===== src/rtl/lpd_pkg.sv =====
// Shared types and constants for the addressable LED pixel driver.
`default_nettype none

package lpd_pkg;

    localparam int DEF_MAX_PIXELS = 256;

    localparam int CFG_IDX_W  = 3;
    localparam int CFG_DATA_W = 16;

    localparam logic [CFG_IDX_W-1:0] CFG_NUM_PIXELS = 3'd0;
    localparam logic [CFG_IDX_W-1:0] CFG_ZERO_HIGH  = 3'd1;
    localparam logic [CFG_IDX_W-1:0] CFG_ONE_HIGH   = 3'd2;
    localparam logic [CFG_IDX_W-1:0] CFG_BIT_TICKS  = 3'd3;
    localparam logic [CFG_IDX_W-1:0] CFG_LATCH      = 3'd4;
    localparam logic [CFG_IDX_W-1:0] CFG_RED_SLOT   = 3'd5;
    localparam logic [CFG_IDX_W-1:0] CFG_GREEN_SLOT = 3'd6;
    localparam logic [CFG_IDX_W-1:0] CFG_BLUE_SLOT  = 3'd7;

    localparam logic [8:0]  RST_NUM_PIXELS = 9'd64;
    localparam logic [7:0]  RST_ZERO_HIGH  = 8'd5;
    localparam logic [7:0]  RST_ONE_HIGH   = 8'd13;
    localparam logic [7:0]  RST_BIT_TICKS  = 8'd20;
    localparam logic [15:0] RST_LATCH      = 16'd960;
    localparam logic [1:0]  RST_RED_SLOT   = 2'd1;
    localparam logic [1:0]  RST_GREEN_SLOT = 2'd0;
    localparam logic [1:0]  RST_BLUE_SLOT  = 2'd2;

    // Bytes per pixel and bits per pixel row
    localparam int ROW_BYTES = 3;
    localparam int ROW_W     = 8 * ROW_BYTES;

    typedef enum logic [1:0] {
        OP_TICK  = 2'd0,
        OP_SET   = 2'd1,
        OP_CLEAR = 2'd2,
        OP_SHOW  = 2'd3
    } t_op;

    typedef enum logic [1:0] {
        PH_IDLE  = 2'd0,
        PH_SEND  = 2'd1,
        PH_LATCH = 2'd2
    } t_phase;

    typedef struct packed {
        logic [8:0]  num_pixels;
        logic [7:0]  zero_high;
        logic [7:0]  one_high;
        logic [7:0]  bit_ticks;
        logic [15:0] latch_ticks;
        logic [1:0]  red_slot;
        logic [1:0]  green_slot;
        logic [1:0]  blue_slot;
    } t_cfg;

    // Store request: byte write (zero-filled outside the chosen slots) or full clear
    typedef struct packed {
        logic                 wr;
        logic                 clr;
        logic [ROW_BYTES-1:0] be;
        logic [ROW_W-1:0]     data;
    } t_store_req;

endpackage

`default_nettype wire


===== src/rtl/lpd_engine.sv =====
// Serial engine: show sequencing, bit timing, latch hold and store requests.
`default_nettype none

module lpd_engine #(
    parameter int MAX_PIXELS = lpd_pkg::DEF_MAX_PIXELS,
    parameter int AW = (MAX_PIXELS > 1) ? $clog2(MAX_PIXELS) : 1
) (
    input  wire logic                      i_clk,
    input  wire logic                      i_rst_n,
    input  wire logic                      i_step,
    input  wire logic [1:0]                i_op,
    input  wire logic [7:0]                i_pixel_index,
    input  wire logic [7:0]                i_red,
    input  wire logic [7:0]                i_green,
    input  wire logic [7:0]                i_blue,
    input  wire lpd_pkg::t_cfg             i_cfg,
    input  wire logic [lpd_pkg::ROW_W-1:0] i_rd_row,
    input  wire logic                      i_rd_vld,
    input  wire logic [lpd_pkg::ROW_W-1:0] i_row0,
    output lpd_pkg::t_store_req            o_req,
    output logic [AW-1:0]                  o_wr_addr,
    output logic [AW-1:0]                  o_rd_addr,
    output logic                           o_line_level,
    output logic                           o_busy
);
    import lpd_pkg::*;

    localparam int CW = $clog2(MAX_PIXELS + 1);

    t_phase           r_phase, n_phase;
    logic [7:0]       r_tick, n_tick;
    logic [2:0]       r_bit, n_bit;
    logic [1:0]       r_slot, n_slot;
    logic [AW-1:0]    r_pix, n_pix;
    logic [ROW_W-1:0] r_row, n_row;
    logic [7:0]       r_shift, n_shift;
    logic [15:0]      r_latch, n_latch;

    t_op              op;
    logic [CW-1:0]    n_eff;
    logic             bit_end;
    logic             last_byte;
    logic             idle;
    logic [ROW_W-1:0] next_row;
    logic [ROW_W-1:0] set_data;
    logic [2:0]       set_be;
    logic [15:0]      latch_dec;
    logic [7:0]       high_ticks;
    logic [31:0]      idx_w;

    assign op   = t_op'(i_op);
    assign idle = (r_phase == PH_IDLE);

    always_comb begin
        if (32'(i_cfg.num_pixels) > 32'(MAX_PIXELS)) begin
            n_eff = CW'(MAX_PIXELS);
        end else begin
            n_eff = CW'(i_cfg.num_pixels);
        end
    end

    assign bit_end   = ({1'b0, r_tick} + 9'd1) >= {1'b0, i_cfg.bit_ticks};
    assign last_byte = (r_slot == 2'd2) && ((32'(r_pix) + 32'd1) == 32'(n_eff));
    assign next_row  = i_rd_vld ? i_rd_row : '0;
    assign latch_dec = r_latch - 16'd1;
    assign idx_w     = 32'(i_pixel_index);

    // Later colors win a shared slot; slot three writes nothing
    always_comb begin
        for (int s = 0; s < ROW_BYTES; s++) begin
            set_be[s] = (32'(i_cfg.red_slot) == s) || (32'(i_cfg.green_slot) == s)
                     || (32'(i_cfg.blue_slot) == s);
            if (32'(i_cfg.blue_slot) == s) begin
                set_data[8*s +: 8] = i_blue;
            end else if (32'(i_cfg.green_slot) == s) begin
                set_data[8*s +: 8] = i_green;
            end else if (32'(i_cfg.red_slot) == s) begin
                set_data[8*s +: 8] = i_red;
            end else begin
                set_data[8*s +: 8] = 8'h00;
            end
        end
    end

    always_comb begin
        o_req.wr   = i_step && idle && (op == OP_SET) && (idx_w < 32'(n_eff));
        o_req.clr  = i_step && idle && (op == OP_CLEAR);
        o_req.be   = set_be;
        o_req.data = set_data;
    end

    assign o_wr_addr = idx_w[AW-1:0];
    // Prefetch the following pixel while the current one goes out
    assign o_rd_addr = r_pix + AW'(1);

    // Next state and datapath
    always_comb begin
        n_phase = r_phase;
        n_tick  = r_tick;
        n_bit   = r_bit;
        n_slot  = r_slot;
        n_pix   = r_pix;
        n_row   = r_row;
        n_shift = r_shift;
        n_latch = r_latch;
        if (op == OP_TICK) begin
            unique case (r_phase)
                PH_SEND: begin
                    if (bit_end) begin
                        n_tick = 8'd0;
                        if (r_bit == 3'd7) begin
                            n_bit = 3'd0;
                            if (last_byte) begin
                                n_shift = 8'd0;
                                if (i_cfg.latch_ticks == 16'd0) begin
                                    n_phase = PH_IDLE;
                                    n_latch = 16'd0;
                                end else begin
                                    n_phase = PH_LATCH;
                                    n_latch = i_cfg.latch_ticks;
                                end
                            end else if (r_slot == 2'd2) begin
                                n_pix   = r_pix + AW'(1);
                                n_slot  = 2'd0;
                                n_row   = next_row;
                                n_shift = next_row[7:0];
                            end else begin
                                n_slot  = r_slot + 2'd1;
                                n_shift = r_row[8*(r_slot + 2'd1) +: 8];
                            end
                        end else begin
                            n_bit   = r_bit + 3'd1;
                            n_shift = {r_shift[6:0], 1'b0};
                        end
                    end else begin
                        n_tick = r_tick + 8'd1;
                    end
                end
                PH_LATCH: begin
                    n_latch = latch_dec;
                    if (latch_dec == 16'd0) begin
                        n_phase = PH_IDLE;
                    end
                end
                PH_IDLE: begin
                end
                default: begin
                end
            endcase
        end else if (idle && (op == OP_SHOW)) begin
            n_tick = 8'd0;
            n_pix  = '0;
            n_slot = 2'd0;
            n_bit  = 3'd0;
            if (n_eff == '0) begin
                n_shift = 8'd0;
                if (i_cfg.latch_ticks == 16'd0) begin
                    n_phase = PH_IDLE;
                    n_latch = 16'd0;
                end else begin
                    n_phase = PH_LATCH;
                    n_latch = i_cfg.latch_ticks;
                end
            end else begin
                n_row   = i_row0;
                n_shift = i_row0[7:0];
                n_phase = PH_SEND;
            end
        end
    end

    // Outputs: line level and busy after this item
    always_comb begin
        high_ticks   = n_shift[7] ? i_cfg.one_high : i_cfg.zero_high;
        o_line_level = (n_phase == PH_SEND) && (n_tick < high_ticks);
        o_busy       = (n_phase != PH_IDLE);
    end

    always_ff @(posedge i_clk) begin
        if (!i_rst_n) begin
            r_phase <= PH_IDLE;
            r_tick  <= 8'd0;
            r_bit   <= 3'd0;
            r_slot  <= 2'd0;
            r_pix   <= '0;
            r_shift <= 8'd0;
            r_latch <= 16'd0;
        end else if (i_step) begin
            r_phase <= n_phase;
            r_tick  <= n_tick;
            r_bit   <= n_bit;
            r_slot  <= n_slot;
            r_pix   <= n_pix;
            r_shift <= n_shift;
            r_latch <= n_latch;
        end
    end

    always_ff @(posedge i_clk) begin
        if (i_step) begin
            r_row <= n_row;
        end
    end

endmodule

`default_nettype wire


===== config.mk =====
export PLATFORM = sky130hd
export DESIGN_NAME = lpd_engine
export DESIGN_NICKNAME = d
export VERILOG_FILES = /design/src/rtl/lpd_pkg.sv /design/src/rtl/lpd_engine.sv
export SDC_FILE = /design/constraint.sdc
export NUM_CORES = 1
export LEC_CHECK = 0
export BUFFER_PORTS_ARGS = -buffer_cell sky130_fd_sc_hd__buf_2
export CORE_MARGIN = 5
export CORE_UTILIZATION = 52
export DETAILED_ROUTE_END_ITERATION = 8
export HOLD_SLACK_MARGIN = 0.02
export PLACE_DENSITY = 0.92
export SYNTH_ARGS = -nofsm -noshare
export SYNTH_HDL_FRONTEND = slang
export SYNTH_SLANG_ARGS = --single-unit

===== constraint.sdc =====
create_clock -name i_clk -period 5.1 [get_ports i_clk]
set_clock_uncertainty 0.15 [all_clocks]
set_input_delay 0 -clock i_clk [delete_from_list [all_inputs] [get_ports i_clk]]
set_output_delay 0 -clock i_clk [all_outputs]
set_load 0.005 [all_outputs]

==> impl_results.md <==
- Critical Path Sink Type: primary output
- Clock transition at path regs: 0.07 ns
- Setup TNS: 0 ns
- CTS tree: yes
- Final instance area: 7290 um2
- Area growth, synth to finish: 30.9%
- Max Transition Viols Final: 0
- Crit path largest cell delay: 0.47 ns
- Die width: 114 um
- CTS Buf Count: 9
- Core Box Area: 10400 um2
- Die Y: 114 um
- Buffers on Ports: 187
- Unrepaired setup endpoints after global routing: no
- DPL Wire Length: 12.6 mm
- Worst-skew pair later-pin latency: 0.35 ns
- Sink Count: 63
- Tightest Hold Check Type: input pin to primary output
- Status: finished clean
- Final core utilization: 70.3%
- Post-synthesis sequential area ratio: 25.5%
- GRT overflow: 0
- Endpoints failing setup: 0
- Post-Syn Area: 5570 um2
- Placed inst area: 6460 um2
- Gr usage total: 28.3%
- Largest delay share family, worst path: compound AO/OA/AOI/OAI gates
- Vias in the first global route: 6211
- Max_cap viols: 0
- Main synth FF type: dfxtp_1
- Layout cells sized above 1: 26.1%
- Pin count of the biggest net entering global routing: 44
- Setup crit start kind: flop
- Root Driver: clkbuf_8
- Clock tree buffer depth: 2
- Max FO, Critical Path: 9
- Max_slew headroom: 31.0%
- Buf/Inv on CP: 2
- Nets: 1109
- Cell with the most instances after synthesis: nand2_1
- Synth unique cells: 76
- First-pass GRT wire length: 30.2 mm
- DRT Wirelength: 18.9 mm
- Drt first pass iters: 5
- Final critical-path required period: 4.75 ns
- P_leak: 3.35 nW
- Placer Congestion: 0.911
- Inserted Diodes: 0
- Arr. time, crit path: 4.60 ns
- Top cell by count, worst path: a21o_1
- Post-DRT Antenna Nets: 0
- Crit. Startpoint: r_tick[0]
- Slowest cell on crit path: dfxtp_1
- DRT iter0 DRCs: 577
- Rows: 37
- Crit path kind: flop to primary output
- Initial antenna violation count: 0
- Hold Crit Start: i_pixel_index[0]
- Critical-path cell list: ha_2 -> and3_1 -> and3_4 -> xor2_1 -> ha_1 -> a21o_1 -> a221oi_4 -> o21a_4 -> nor4b_1 -> a211oi_2 -> buf_4 -> mux2i_1 -> ha_1 -> a21o_1 -> a21o_1 -> a21oi_1 -> o21ai_0 -> a2111oi_2 -> buf_2
- Reg2reg start: r_tick[0]
- Worst Path Required: 4.95 ns
- Drt drc: 0
- Synth top area cells: dfxtp_1 17%, edfxtp_1 8.6%, nand2_1 7.7%, ha_1 7.0%, a22oi_1 4.0%
- Post-route insts no fill: 1078
- Synth area leader: dfxtp_1
- Register bit count reported by yosys: 63
- Synth Area per Inst: 7.63 um2
- Yosys warns: 0
- Post-synth EDFFs: 16
- Final period utilization: 93.2%
- Syn Nets: 902
- Post-DR wirelength/cell: 17.5 um
- Die ar.: 12900 um2
- Hold Vio Cnt, Final: 0
- Worst-Margin Slew: 1.03 ns
- CTS HTree Levels: 3
- Share of the synthesized area in the top cell type: 16.9%
- F_max: 210 MHz
- Initial cell density of the core: 53.7%
- Placed Cells: 1003
- I/O pin cnt: 188
- Peak VDD IR: 0.174 mV
- Post-Synthesis Cells: 730
- Via count: 6547
- Vias per inst: 6.07
- Postcts setup bufs: 0
- Top cells by count, synth: 114 x nand2_1, 51 x nor2_1, 47 x dfxtp_1, 45 x o21ai_0, 34 x clkbuf_1
- Ys async rst share: 0%
- Cell Pwr Density: 195 nW/um2
## where the power goes
part / switching, mW / internal [mW] / total (mW)
Combinational: 0.198 / 0.177 / 0.374
Sequential: 0.0104 / 0.525 / 0.536
Clock: 0.208 / 0.301 / 0.509
## layer usage
layer	global-route usage, %	vias to the layer above	wire length, um
li1	-	3112	-
met1	33.4	3003	7250
met2	49.9	375	9260
met3	6.84	57	1770
met4	9.94	0	582
met5	0	-	0
## state kept, by name (all words and copies together), names as in the netlist
register  cells
r_tick        8
r_slot        2
r_latch      16
r_phase       2
r_row        16
r_shift       8
r_bit         3
r_pix         8
## final timing paths
kind / depth (start not counted) / slack (ns) / end
min: 2 / 0.03 / o_wr_addr[0]
max reg2reg: 12 / 1.02 / r_latch[15]
min reg2reg: 2 / 0.31 / r_bit[2]
max: 19 / 0.35 / o_line_level
## layout by cell type (no fill, tap or decap), types with 4 or more instances in the layout
| master | count |
|---|---|
| buf_2 | 187 |
| nand2_1 | 114 |
| dlygate4sd3_1 | 59 |
| nor2_1 | 49 |
| dfxtp_1 | 47 |
| o21ai_0 | 45 |
| a21oi_1 | 32 |
| nand3_1 | 31 |
| a22oi_1 | 30 |
| ha_1 | 30 |
| inv_1 | 29 |
| mux2i_1 | 21 |
| a31oi_1 | 20 |
| edfxtp_1 | 16 |
| a21o_1 | 15 |
| nor3_1 | 12 |
| nor4_1 | 11 |
| o22ai_1 | 11 |
| clkbuf_8 | 11 |
| o31ai_1 | 10 |
| a31o_2 | 10 |
| xnor2_1 | 9 |
| xor2_1 | 8 |
| nor2b_1 | 8 |
| and3_1 | 7 |
| o211a_1 | 7 |
| nand2b_1 | 6 |
| o211ai_1 | 6 |
| or3_1 | 6 |
| or2_2 | 6 |
| nand4_1 | 6 |
| a211oi_1 | 4 |
| nor2_2 | 4 |
| buf_4 | 4 |
## per-stage QoR
stage / hold WS (ns) / worst slack, ns / power (mW)
after detailed placement: 0.0352 / 0.728 / 0.866
final: 0.0344 / 0.347 / 1.42
after floorplan: -0.116 / 1.15 / 0.738
after CTS: 0.0230 / 0.335 / 1.41
after global routing: 0.0469 / 0.0306 / 1.48
after global placement: 0.0345 / 0.857 / 0.858
## layout make-up
type,instances,area [um2]
multi-input combinational,584,3800
clock inverter,5,80.1
inverter,29,109
timing repair buffer,250,1560
sequential,63,1420
tap,136,170
fill,816,3080
clock buffer,11,151
## cells by family (layout without fill, tap and decap cells)
| logic type | after synthesis | count (layout) | synth area share (%) |
|---|---|---|---|
| flip-flops | 63 | 63 | 25.5 |
| adder cells (fa/ha/maj) | 31 | 31 | 6.96 |
| AND/OR/NAND/NOR | 282 | 282 | 24.3 |
| XOR/XNOR | 20 | 20 | 3.93 |
| multiplexers | 23 | 23 | 4.18 |
| AO/OA/AOI/OAI | 228 | 228 | 28.5 |
| buffers and inverters | 83 | 295 | 6.56 |
## repair_timing
action | 4_1_cts | 5_1_grt
hold endpoints to repair | 39 | 0
resized for setup | 0 | 3
setup endpoints to repair | 0 | 1
hold buffers | 59 | 0
Power figures use the tool's default switching activity.
